--- src/design/rmffp_pkg.sv ---
// Shared types and constants for the rate-monotonic first-fit partitioner.
`timescale 1ns / 1ps
`default_nettype none
package rmffp_pkg;

  localparam int MAX_PROCS_DEF          = 16;
  localparam int MAX_TASKS_PER_PROC_DEF = 32;
  localparam int FRAC_BITS_DEF          = 16;

  localparam int TICK_W   = 16;  // period and wcet width
  localparam int LIMIT_W  = 5;   // processor_limit width
  localparam int INDEX_W  = 4;   // processor_index width
  localparam int USED_W   = 5;   // processors_used width

  // Result status codes
  typedef enum logic [1:0] {
    ST_PLACED = 2'd0,
    ST_BAD    = 2'd1,
    ST_NOPROC = 2'd2
  } status_t;

  // Datapath operations issued by the controller
  typedef enum logic [3:0] {
    OP_IDLE,
    OP_LOAD,
    OP_DIV_STEP,
    OP_SCAN_INIT,
    OP_READ,
    OP_NEXT,
    OP_TAKE_HIT,
    OP_TAKE_NEW,
    OP_SUM,
    OP_X_INIT,
    OP_MUL,
    OP_Q_START,
    OP_WRITE,
    OP_RESULT
  } op_t;

  typedef struct packed {
    op_t     op;
    status_t status;
  } ctrl_cmd_t;

  typedef struct packed {
    logic per_zero;
    logic div_busy;
    logic u_bad;
    logic scan_end;
    logic procs_full;
    logic hit;
    logic mul_done;
  } dp_sts_t;

endpackage
`default_nettype wire

--- src/design/rm_first_fit_partitioner.sv ---
// Top level of the rate-monotonic first-fit partitioner.
`timescale 1ns / 1ps
`default_nettype none
// Takes one periodic task per request (period, wcet, new_set), assumed in
// rate-monotonic order, and places it on the first processor whose cached
// IP bound 2*(1+U/n)^-n - 1 admits its utilization u = wcet/period (Q.16),
// or else opens the next empty processor. One request is worked at a time.
// NW = max(16+FRAC_BITS, 2*FRAC_BITS+2) is the bit count of the shared
// restoring divider (one quotient bit per cycle, used three times per placed
// task). The processor scan reads the table through one read port, and the
// bound update does one multiply per cycle, at most one for each task of the
// chosen processor. A new request is taken while the previous result still
// waits on the output register.
// The processor table needs no clearing: entries at or above the in-use
// count read as empty, and new_set simply resets that count.
module rm_first_fit_partitioner #(
  parameter int MAX_PROCS          = rmffp_pkg::MAX_PROCS_DEF,
  parameter int MAX_TASKS_PER_PROC = rmffp_pkg::MAX_TASKS_PER_PROC_DEF,
  parameter int FRAC_BITS          = rmffp_pkg::FRAC_BITS_DEF
) (
  input  wire logic                              clk,
  input  wire logic                              rst_n,
  input  wire logic                              in_valid,
  output logic                                   in_ready,
  input  wire logic [rmffp_pkg::TICK_W-1:0]      in_period,
  input  wire logic [rmffp_pkg::TICK_W-1:0]      in_wcet,
  input  wire logic                              in_new_set,
  output logic                                   out_valid,
  input  wire logic                              out_ready,
  output logic      [rmffp_pkg::INDEX_W-1:0]     out_processor_index,
  output logic      [rmffp_pkg::USED_W-1:0]      out_processors_used,
  output logic                                   out_schedulable,
  output logic      [1:0]                        out_status,
  input  wire logic                              cfg_valid,
  output logic                                   cfg_ready,
  input  wire logic [rmffp_pkg::LIMIT_W-1:0]     cfg_processor_limit
);

  rmffp_pkg::ctrl_cmd_t cmd;
  rmffp_pkg::dp_sts_t   sts;

  // Register writes are always taken.
  assign cfg_ready = 1'b1;

  rmffp_ctrl u_ctrl (
    .clk       (clk),
    .rst_n     (rst_n),
    .in_valid  (in_valid),
    .in_ready  (in_ready),
    .out_valid (out_valid),
    .out_ready (out_ready),
    .sts       (sts),
    .cmd       (cmd)
  );

  rmffp_datapath #(
    .MAX_PROCS          (MAX_PROCS),
    .MAX_TASKS_PER_PROC (MAX_TASKS_PER_PROC),
    .FRAC_BITS          (FRAC_BITS)
  ) u_dp (
    .clk                 (clk),
    .rst_n               (rst_n),
    .cmd                 (cmd),
    .sts                 (sts),
    .in_period           (in_period),
    .in_wcet             (in_wcet),
    .in_new_set          (in_new_set),
    .cfg_we              (cfg_valid && cfg_ready),
    .cfg_limit           (cfg_processor_limit),
    .out_processor_index (out_processor_index),
    .out_processors_used (out_processors_used),
    .out_schedulable     (out_schedulable),
    .out_status          (out_status)
  );

endmodule
`default_nettype wire

--- src/design/rmffp_ram.sv ---
// Generic single-write, single-read RAM with registered read data.
`timescale 1ns / 1ps
`default_nettype none
module rmffp_ram #(
  parameter int WIDTH = 8,
  parameter int DEPTH = 16
) (
  input  wire logic                                  clk,
  input  wire logic                                  we,
  input  wire logic [(DEPTH > 1 ? $clog2(DEPTH) : 1)-1:0] waddr,
  input  wire logic [WIDTH-1:0]                      wdata,
  input  wire logic                                  re,
  input  wire logic [(DEPTH > 1 ? $clog2(DEPTH) : 1)-1:0] raddr,
  output logic      [WIDTH-1:0]                      rdata
);

  logic [WIDTH-1:0] mem [DEPTH];

  always_ff @(posedge clk) begin
    if (we) begin
      mem[waddr] <= wdata;
    end
    if (re) begin
      rdata <= mem[raddr];
    end
  end

endmodule
`default_nettype wire

--- src/design/rmffp_datapath.sv ---
// Datapath: shared divider, bound multiplier, processor table and result registers.
`timescale 1ns / 1ps
`default_nettype none
module rmffp_datapath #(
  parameter int MAX_PROCS          = rmffp_pkg::MAX_PROCS_DEF,
  parameter int MAX_TASKS_PER_PROC = rmffp_pkg::MAX_TASKS_PER_PROC_DEF,
  parameter int FRAC_BITS          = rmffp_pkg::FRAC_BITS_DEF
) (
  input  wire logic                              clk,
  input  wire logic                              rst_n,
  input  wire rmffp_pkg::ctrl_cmd_t              cmd,
  output rmffp_pkg::dp_sts_t                     sts,
  input  wire logic [rmffp_pkg::TICK_W-1:0]      in_period,
  input  wire logic [rmffp_pkg::TICK_W-1:0]      in_wcet,
  input  wire logic                              in_new_set,
  input  wire logic                              cfg_we,
  input  wire logic [rmffp_pkg::LIMIT_W-1:0]     cfg_limit,
  output logic      [rmffp_pkg::INDEX_W-1:0]     out_processor_index,
  output logic      [rmffp_pkg::USED_W-1:0]      out_processors_used,
  output logic                                   out_schedulable,
  output logic      [1:0]                        out_status
);

  localparam int F   = FRAC_BITS;
  localparam int TW  = rmffp_pkg::TICK_W;
  localparam int UW  = F + 2;                 // summed utilization
  localparam int BW  = F + 1;                 // bound, single utilization
  localparam int PW  = F + 2;                 // running power
  localparam int XW  = F + 3;                 // base 1 + U/n
  localparam int MW  = PW + XW;               // product
  localparam int CW  = $clog2(MAX_TASKS_PER_PROC + 1);
  localparam int IW  = MAX_PROCS > 1 ? $clog2(MAX_PROCS) : 1;
  localparam int NCW = $clog2(MAX_PROCS + 1);
  localparam int NW  = (TW + F) > (2 * F + 2) ? (TW + F) : (2 * F + 2);
  localparam int DW  = TW > (F + 2) ? TW : (F + 2);
  localparam int DCW = $clog2(NW + 1);
  localparam int EW  = UW + CW + BW;
  localparam int LW  = rmffp_pkg::LIMIT_W;

  localparam logic [NW-1:0] ONE_N      = NW'(1) << F;
  localparam logic [NW-1:0] Q_NUM_BASE = NW'(1) << (2 * F + 1);
  localparam logic [BW-1:0] ONE_B      = BW'(1) << F;
  localparam logic [XW-1:0] ONE_X      = XW'(1) << F;
  localparam logic [PW-1:0] ONE_P      = PW'(1) << F;
  localparam logic [PW-1:0] TWO_P      = PW'(1) << (F + 1);
  localparam logic [MW-1:0] HALF_M     = MW'(1) << (F - 1);
  localparam logic [UW-1:0] U_MAX      = '1;

  // Divider
  logic [NW-1:0]  div_num_r;
  logic [DW-1:0]  div_den_r;
  logic [DW:0]    div_rem_r;
  logic [DCW-1:0] div_cnt_r;
  logic           div_ld;
  logic [NW-1:0]  div_num_in;
  logic [DW-1:0]  div_den_in;
  logic [DW:0]    rem_sh;
  logic           rem_ge;
  logic [DW:0]    rem_nxt;

  // Task and processor registers
  logic           per_zero_r;
  logic [BW-1:0]  u_r;
  logic [NCW-1:0] used_r;
  logic [NCW-1:0] scan_i_r;
  logic [IW-1:0]  idx_r;
  logic [UW-1:0]  util_r;
  logic [CW-1:0]  tcnt_r;
  logic [XW-1:0]  x_r;
  logic [PW-1:0]  p_r;
  logic [CW-1:0]  k_r;
  logic [LW-1:0]  limit_r;

  logic [UW:0]    sum_full;
  logic [UW-1:0]  sum_sat;
  logic [CW-1:0]  cnt_inc;
  logic [MW-1:0]  prod;
  logic [MW-1:0]  prod_rnd;
  logic [MW-F-1:0] prod_sh;
  logic [PW-1:0]  p_nxt;
  logic [NW-1:0]  q_minus;
  logic [BW-1:0]  bound_val;

  logic           ram_we;
  logic           ram_re;
  logic [EW-1:0]  ram_wdata;
  logic [EW-1:0]  ram_rdata;
  logic [UW-1:0]  r_util;
  logic [CW-1:0]  r_cnt;
  logic [BW-1:0]  r_bound;

  logic [IW+rmffp_pkg::INDEX_W-1:0] idx_wide;
  logic [NCW+rmffp_pkg::USED_W-1:0] used_wide;
  logic [NCW+LW-1:0]                used_cmp;
  logic [NCW+LW-1:0]                limit_cmp;

  logic [rmffp_pkg::INDEX_W-1:0] out_idx_r;
  logic [rmffp_pkg::USED_W-1:0]  out_used_r;
  logic                          out_sched_r;
  logic [1:0]                    out_status_r;

  assign rem_sh  = {div_rem_r[DW-1:0], div_num_r[NW-1]};
  assign rem_ge  = rem_sh >= {1'b0, div_den_r};
  assign rem_nxt = rem_ge ? (rem_sh - {1'b0, div_den_r}) : rem_sh;

  assign sum_full = {1'b0, util_r} + (UW + 1)'(u_r);
  assign sum_sat  = sum_full[UW] ? U_MAX : sum_full[UW-1:0];
  assign cnt_inc  = tcnt_r + CW'(1);

  assign prod     = MW'(p_r) * MW'(x_r);
  assign prod_rnd = prod + HALF_M;
  assign prod_sh  = prod_rnd[MW-1:F];
  assign p_nxt    = (prod_sh >= (MW-F)'(TWO_P)) ? TWO_P : prod_sh[PW-1:0];

  // q - 1.0, clamped to [0, 1.0]
  assign q_minus   = div_num_r - ONE_N;
  assign bound_val = (div_num_r <= ONE_N) ? '0 :
                     ((q_minus > ONE_N) ? ONE_B : q_minus[BW-1:0]);

  always_comb begin
    div_ld     = 1'b0;
    div_num_in = '0;
    div_den_in = '0;
    case (cmd.op)
      rmffp_pkg::OP_LOAD: begin
        div_ld                   = 1'b1;
        div_num_in[TW+F-1:0]     = {in_wcet, {F{1'b0}}};
        div_den_in[TW-1:0]       = in_period;
      end
      rmffp_pkg::OP_SUM: begin
        div_ld                   = 1'b1;
        div_num_in[UW-1:0]       = sum_sat;
        div_den_in[CW-1:0]       = cnt_inc;
      end
      rmffp_pkg::OP_Q_START: begin
        div_ld                   = 1'b1;
        div_num_in               = Q_NUM_BASE + NW'(p_r >> 1);
        div_den_in[PW-1:0]       = p_r;
      end
      default: begin
        div_ld = 1'b0;
      end
    endcase
  end

  always_ff @(posedge clk) begin
    if (!rst_n) begin
      div_cnt_r <= '0;
      used_r    <= '0;
      limit_r   <= '0;
    end else begin
      if (cfg_we) begin
        limit_r <= cfg_limit;
      end
      if (div_ld) begin
        div_cnt_r <= DCW'(NW);
      end else if (cmd.op == rmffp_pkg::OP_DIV_STEP) begin
        div_cnt_r <= div_cnt_r - DCW'(1);
      end
      if (cmd.op == rmffp_pkg::OP_LOAD && in_new_set) begin
        used_r <= '0;
      end else if (cmd.op == rmffp_pkg::OP_TAKE_NEW) begin
        used_r <= used_r + NCW'(1);
      end
    end
  end

  always_ff @(posedge clk) begin
    if (div_ld) begin
      div_num_r <= div_num_in;
      div_den_r <= div_den_in;
      div_rem_r <= '0;
    end else if (cmd.op == rmffp_pkg::OP_DIV_STEP) begin
      div_num_r <= {div_num_r[NW-2:0], rem_ge};
      div_rem_r <= rem_nxt;
    end
    case (cmd.op)
      rmffp_pkg::OP_LOAD: begin
        per_zero_r <= (in_period == '0);
      end
      rmffp_pkg::OP_SCAN_INIT: begin
        u_r      <= div_num_r[BW-1:0];
        scan_i_r <= '0;
      end
      rmffp_pkg::OP_NEXT: begin
        scan_i_r <= scan_i_r + NCW'(1);
      end
      rmffp_pkg::OP_TAKE_HIT: begin
        util_r <= r_util;
        tcnt_r <= r_cnt;
        idx_r  <= scan_i_r[IW-1:0];
      end
      rmffp_pkg::OP_TAKE_NEW: begin
        util_r <= '0;
        tcnt_r <= '0;
        idx_r  <= used_r[IW-1:0];
      end
      rmffp_pkg::OP_SUM: begin
        util_r <= sum_sat;
        tcnt_r <= cnt_inc;
      end
      rmffp_pkg::OP_X_INIT: begin
        x_r <= XW'(div_num_r[UW-1:0]) + ONE_X;
        p_r <= ONE_P;
        k_r <= '0;
      end
      rmffp_pkg::OP_MUL: begin
        p_r <= p_nxt;
        k_r <= k_r + CW'(1);
      end
      rmffp_pkg::OP_RESULT: begin
        out_idx_r    <= (cmd.status == rmffp_pkg::ST_PLACED) ?
                        idx_wide[rmffp_pkg::INDEX_W-1:0] : '0;
        out_used_r   <= used_wide[rmffp_pkg::USED_W-1:0];
        out_sched_r  <= (limit_r == '0) || (used_cmp <= limit_cmp);
        out_status_r <= cmd.status;
      end
      default: begin
        per_zero_r <= per_zero_r;
      end
    endcase
  end

  assign idx_wide  = {{rmffp_pkg::INDEX_W{1'b0}}, idx_r};
  assign used_wide = {{rmffp_pkg::USED_W{1'b0}}, used_r};
  assign used_cmp  = {{LW{1'b0}}, used_r};
  assign limit_cmp = {{NCW{1'b0}}, limit_r};

  // Processor table: {utilization, task count, cached bound}
  assign ram_we    = (cmd.op == rmffp_pkg::OP_WRITE);
  assign ram_re    = (cmd.op == rmffp_pkg::OP_READ);
  assign ram_wdata = {util_r, tcnt_r, bound_val};
  assign {r_util, r_cnt, r_bound} = ram_rdata;

  rmffp_ram #(
    .WIDTH (EW),
    .DEPTH (MAX_PROCS)
  ) u_proc_tbl (
    .clk   (clk),
    .we    (ram_we),
    .waddr (idx_r),
    .wdata (ram_wdata),
    .re    (ram_re),
    .raddr (scan_i_r[IW-1:0]),
    .rdata (ram_rdata)
  );

  assign sts.per_zero   = per_zero_r;
  assign sts.div_busy   = (div_cnt_r != '0);
  assign sts.u_bad      = (div_num_r > ONE_N);
  assign sts.scan_end   = (scan_i_r == used_r);
  assign sts.procs_full = (used_r == NCW'(MAX_PROCS));
  assign sts.hit        = (r_cnt < CW'(MAX_TASKS_PER_PROC)) && (u_r <= r_bound);
  assign sts.mul_done   = (k_r == tcnt_r) || (p_r == TWO_P);

  assign out_processor_index = out_idx_r;
  assign out_processors_used = out_used_r;
  assign out_schedulable     = out_sched_r;
  assign out_status          = out_status_r;

endmodule
`default_nettype wire

--- src/design/rmffp_ctrl.sv ---
// Controller: sequences one request through divide, scan, bound update and result.
`timescale 1ns / 1ps
`default_nettype none
module rmffp_ctrl (
  input  wire logic                 clk,
  input  wire logic                 rst_n,
  input  wire logic                 in_valid,
  output logic                      in_ready,
  output logic                      out_valid,
  input  wire logic                 out_ready,
  input  wire rmffp_pkg::dp_sts_t   sts,
  output rmffp_pkg::ctrl_cmd_t      cmd
);

  typedef enum logic [3:0] {
    S_IDLE,
    S_DIVU,
    S_CHKU,
    S_SCAN_RD,
    S_SCAN_CMP,
    S_SUM,
    S_DIVX,
    S_MUL,
    S_DIVQ,
    S_RES
  } state_t;

  state_t              state_r, state_nxt;
  rmffp_pkg::status_t  code_r, code_nxt;
  logic                out_valid_r, out_valid_nxt;

  always_comb begin
    state_nxt     = state_r;
    code_nxt      = code_r;
    out_valid_nxt = out_valid_r && !out_ready;
    cmd.op        = rmffp_pkg::OP_IDLE;
    cmd.status    = code_r;
    case (state_r)
      S_IDLE: begin
        if (in_valid) begin
          cmd.op    = rmffp_pkg::OP_LOAD;
          state_nxt = S_DIVU;
        end
      end
      S_DIVU: begin
        if (sts.per_zero) begin
          code_nxt  = rmffp_pkg::ST_BAD;
          state_nxt = S_RES;
        end else if (sts.div_busy) begin
          cmd.op = rmffp_pkg::OP_DIV_STEP;
        end else begin
          state_nxt = S_CHKU;
        end
      end
      S_CHKU: begin
        if (sts.u_bad) begin
          code_nxt  = rmffp_pkg::ST_BAD;
          state_nxt = S_RES;
        end else begin
          cmd.op    = rmffp_pkg::OP_SCAN_INIT;
          state_nxt = S_SCAN_RD;
        end
      end
      S_SCAN_RD: begin
        if (sts.scan_end) begin
          if (sts.procs_full) begin
            code_nxt  = rmffp_pkg::ST_NOPROC;
            state_nxt = S_RES;
          end else begin
            cmd.op    = rmffp_pkg::OP_TAKE_NEW;
            state_nxt = S_SUM;
          end
        end else begin
          cmd.op    = rmffp_pkg::OP_READ;
          state_nxt = S_SCAN_CMP;
        end
      end
      S_SCAN_CMP: begin
        if (sts.hit) begin
          cmd.op    = rmffp_pkg::OP_TAKE_HIT;
          state_nxt = S_SUM;
        end else begin
          cmd.op    = rmffp_pkg::OP_NEXT;
          state_nxt = S_SCAN_RD;
        end
      end
      S_SUM: begin
        cmd.op    = rmffp_pkg::OP_SUM;
        state_nxt = S_DIVX;
      end
      S_DIVX: begin
        if (sts.div_busy) begin
          cmd.op = rmffp_pkg::OP_DIV_STEP;
        end else begin
          cmd.op    = rmffp_pkg::OP_X_INIT;
          state_nxt = S_MUL;
        end
      end
      S_MUL: begin
        if (sts.mul_done) begin
          cmd.op    = rmffp_pkg::OP_Q_START;
          state_nxt = S_DIVQ;
        end else begin
          cmd.op = rmffp_pkg::OP_MUL;
        end
      end
      S_DIVQ: begin
        if (sts.div_busy) begin
          cmd.op = rmffp_pkg::OP_DIV_STEP;
        end else begin
          cmd.op    = rmffp_pkg::OP_WRITE;
          code_nxt  = rmffp_pkg::ST_PLACED;
          state_nxt = S_RES;
        end
      end
      S_RES: begin
        if (!out_valid_r || out_ready) begin
          cmd.op        = rmffp_pkg::OP_RESULT;
          out_valid_nxt = 1'b1;
          state_nxt     = S_IDLE;
        end
      end
      default: begin
        state_nxt = S_IDLE;
      end
    endcase
  end

  always_ff @(posedge clk) begin
    if (!rst_n) begin
      state_r     <= S_IDLE;
      code_r      <= rmffp_pkg::ST_PLACED;
      out_valid_r <= 1'b0;
    end else begin
      state_r     <= state_nxt;
      code_r      <= code_nxt;
      out_valid_r <= out_valid_nxt;
    end
  end

  assign in_ready  = (state_r == S_IDLE);
  assign out_valid = out_valid_r;

endmodule
`default_nettype wire

--- config.mk ---
export PLATFORM = sky130hd
export DESIGN_NAME = rm_first_fit_partitioner
export DESIGN_NICKNAME = d
export VERILOG_FILES = /design/src/design/rmffp_pkg.sv /design/src/design/rm_first_fit_partitioner.sv /design/src/design/rmffp_ram.sv /design/src/design/rmffp_datapath.sv /design/src/design/rmffp_ctrl.sv
export SDC_FILE = /design/constraint.sdc
export NUM_CORES = 2
export LEC_CHECK = 0
export BUFFER_PORTS_ARGS = -buffer_cell sky130_fd_sc_hd__buf_4
export CAP_MARGIN = 20
export CORE_UTILIZATION = 42
export DETAILED_ROUTE_END_ITERATION = 7
export PLACE_DENSITY = 0.62
export SYNTH_ARGS = -nofsm -noshare
export SYNTH_HDL_FRONTEND = slang
export SYNTH_HIERARCHICAL = 1
export SYNTH_SLANG_ARGS = --single-unit
export TNS_END_PERCENT = 20
--- constraint.sdc ---
create_clock -name clk -period 8.4 [get_ports clk]
set_input_delay 0.42 -clock clk [delete_from_list [all_inputs] [get_ports clk]]
set_output_delay 0.42 -clock clk [all_outputs]
set_load 0.01 [all_outputs]
==> impl_metrics.toml <==
[run_status]
status = "finished clean"

[pwr]
finalPower_mw = 16.2
netSwitchingPower_mw = 6.03
power_frac_seq_pct = 37.3
p_leak_nw = 19.4
max-vdd-ir-drop_uv = 310
power.internal_mw = 10.2
power_frac_clock_pct = 25.0
pwr_density_cell_nw_per_um2 = 303
combPwrFrac_pct = 37.8
swShare_pct = 37.2

[critical_path]
critPathRequiredTime_ps = 8890
crit_arrival_ps = 7840
path_max_fanout = 22
worstSetupPathType = "register to register"
start_kind = "register"
endpoint_kind = "register"

[cells_and_area]
fin_area_sq_um = 53500
final_common_cell = "edfxtp_1"
antenna_cells = 0
fin_util_pct = 47.3
ff_latch_area_sq_um = 26500
area_growth_pct = 11.1
final_cell_mix = "edfxtp_1 (855), inv_1 (384), nand2_1 (317)"
fillers = 9799
final_net_count = 3969
drive_gt1_share_pct = 13.3
multiInputGateArea_sq_um = 19800

[hold_path]
hp-class = "input pin to register"

[yosys]
syn_inst = 3406
synth.avg_cell_area_sq_um = 14.2
async_reset_ff_share_pct = 0
yosys_warnings = 6
synth_edf_count = 855
yosysSeqAreaShare_pct = 55.0
synth-main-ff-cell = "edfxtp_1"
synth.distinct_cells = 90
synthesis.area_sq_um = 48200
ys_seq_elements = 896
syn_nets = 3912

[placement]
gp_congestion = 0.875
hpwl_um = 76800
placed_area_sq_um = 50500
port_buffers = 56

[route]
routed_wl_um = 120000
drt_iter0_drc = 2580
vias = 28300
routedWlPerCell_um = 23.9
via_per_inst = 5.62
route.detailed.drc = 0
ant_nets = 0
dr.pass1.iters = 5

[sta]
tns_ps = 0
finalCritPeriodShare_pct = 87.5
worst_pin_slew_ps = 1110
drv_slew = 0
fin_crit_ps = 7350
holdWs_ps = 45.9
fmax_mhz = 136
finalHoldViolations = 0
rsz0062_at_grt = "false"
max-slew-margin-rel_pct = 25.9
fin_worst_skew_ps = 63.3
finalSetupViolations = 0

[clocking]
cts_tree = "done"
clkLatencyLatePin_ps = 680
clock-sinks = 896
clk_path_buf_depth = 3
path_clk_slew_ps = 70
htreeDepth = 3
cts_buffers = 90
root_buffer = "clkbuf_16"

[floorplan]
die_w_um = 341
ioPinCount = 58
die-area_sq_um = 116000
core_area_sq_um = 113000
rows = 123
dieHeight_um = 341
start_util_pct = 42.6

[global_routing]
use_met1_pct = 29.1
grt_pass1_vias = 28900
grt.met3_usage_pct = 3.84
grt_max_degree = 116
grt.busiest_layer = "met2"
grtUsageMet2_pct = 33.7
grt_remaining_overflow = 0
antenna_found_initial = 5
grt_use_total_pct = 20.9
grt_pass1_wl_um = 182000

[run]
maxCapViolations = 0
## cell usage after synthesis (12+ instances only)
cell	n	area, sq um
a22oi_1	98	736
mux2i_1	20	200
nor4_1	20	125
o21ai_1	16	80.1
nand4_1	15	93.8
nand3_1	48	240
nor2b_1	19	119
o21a_1	22	165
a21oi_1	56	280
edfxtp_1	855	25700
a22o_1	27	236
and2_1	219	1370
ha_1	189	2360
buf_4	12	90.1
xor2_1	33	289
clkbuf_1	105	394
nor2_1	96	360
nand2b_1	18	113
nand2_1	317	1190
nor3_1	30	150
buf_1	12	45.0
a21o_1	21	158
mux4_2	164	3690
buf_2	27	135
fa_1	274	5490
xnor2_1	36	315
dfxtp_1	41	821
inv_1	384	1440
o21ai_0	48	240
## timing repair
item,in CTS,in global routing
hold buffers,5,0
gates resized for setup,0,0
endpoints found under the hold margin,5,0
setup buffers,0,0
## stage by stage
| stage | worst slack [ps] | cells |
|---|---|---|
| 2_1_floorplan | 1660 | 3406 |
| 3_3_place_gp | 1110 | 4862 |
| 3_5_place_dp | 1110 | 4864 |
| 4_1_cts | 1080 | 5034 |
| 5_1_grt | 574 | 5036 |
| 6_report | 1050 | 5036 |
## flip-flops by register name (all words and copies together), names as in the netlist, 2 cells and up
| register | cells |
|---|---|
| u_dp/u_r | 17 |
| u_dp/tcnt_r | 6 |
| u_dp/u_proc_tbl/mem | 656 |
| u_dp/idx_r | 4 |
| u_dp/div_cnt_r | 6 |
| u_dp/limit_r | 5 |
| u_dp/u_proc_tbl/rdata | 41 |
| u_ctrl/code_r | 2 |
| u_dp/div_num_r | 34 |
| u_dp/util_r | 18 |
| u_dp/out_status | 2 |
| u_dp/out_processor_index | 4 |
| u_dp/used_r | 5 |
| u_dp/scan_i_r | 5 |
| u_ctrl/state_r | 4 |
| u_dp/p_r | 18 |
| u_dp/k_r | 6 |
| u_dp/div_rem_r | 18 |
| u_dp/out_processors_used | 5 |
| u_dp/x_r | 19 |
| u_dp/div_den_r | 18 |
## layout make-up
type                            instances  area share, %
Sequential cell                       896           49.5
Multi-Input combinational cell       1968           36.9
Clock buffer                          102           4.29
Tap cell                             1500           3.51
Inverter                              384           2.69
Timing Repair Buffer                  123           1.87
Clock inverter                         63           1.27
## power by group through the flow
stage / sequential [mW] / combinational, mW / clock (mW)
floorplan: 5.80 / 4.55 / 0
global placement: 6.11 / 6.07 / 0
detailed placement: 6.12 / 6.10 / 0
CTS: 6.02 / 6.14 / 4.14
global route: 6.08 / 6.82 / 4.29
finish: 6.04 / 6.12 / 4.05
## cells by family (layout without fill, tap and decap cells)
logic type               after synthesis  count (layout)  synth area share [%]
XOR/XNOR                              69              69                  1.25
AO/OA/AOI/OAI                        403             403                  6.08
AND/OR/NAND/NOR                      845             845                  8.84
adder cells (fa/ha/maj)              463             463                  16.3
flip-flops                           896             896                  55.0
other                                  1               1               0.00778
buffers and inverters                542             672                  4.42
multiplexers                         187             187                  8.15
## worst max-delay path, cell delays in order (launching register included)
cell	delay, ps
edfxtp_1	980
nand2_1	190
fa_1	530
fa_1	550
fa_1	460
fa_1	550
inv_1	50
fa_1	520
inv_1	60
fa_1	520
inv_1	40
ha_1	380
a21oi_1	200
o21ai_1	90
a221o_1	350
a2111oi_0	420
o22ai_1	150
xor2_1	200
nor4_4	660
and4_1	300
## per-layer routing
metal	vias to the layer above	part of all wire [%]
li1	12400	-
met1	14700	43
met2	987	48
met3	173	7.5
met4	0	2.4
met5	-	0
## path summary, 6_finish.rpt
check | startpoint | to | slack, ps | cells past startpoint
setup / recovery | u_dp/p_r[10]$_SDFFCE_PP0P_ | u_dp/p_r[11]$_SDFFCE_PP0P_ | 1050 | 19
hold / removal | in_wcet[8] | u_dp/div_num_r[24]$_DFFE_PP_ | 50 | 2
setup reg to reg | u_dp/p_r[10]$_SDFFCE_PP0P_ | u_dp/p_r[11]$_SDFFCE_PP0P_ | 1050 | 19
hold reg to reg | u_dp/div_rem_r[17]$_SDFFE_PN0P_ | u_dp/div_rem_r[17]$_SDFFE_PN0P_ | 460 | 2
Note: power is estimated with default switching activity, not from simulation.
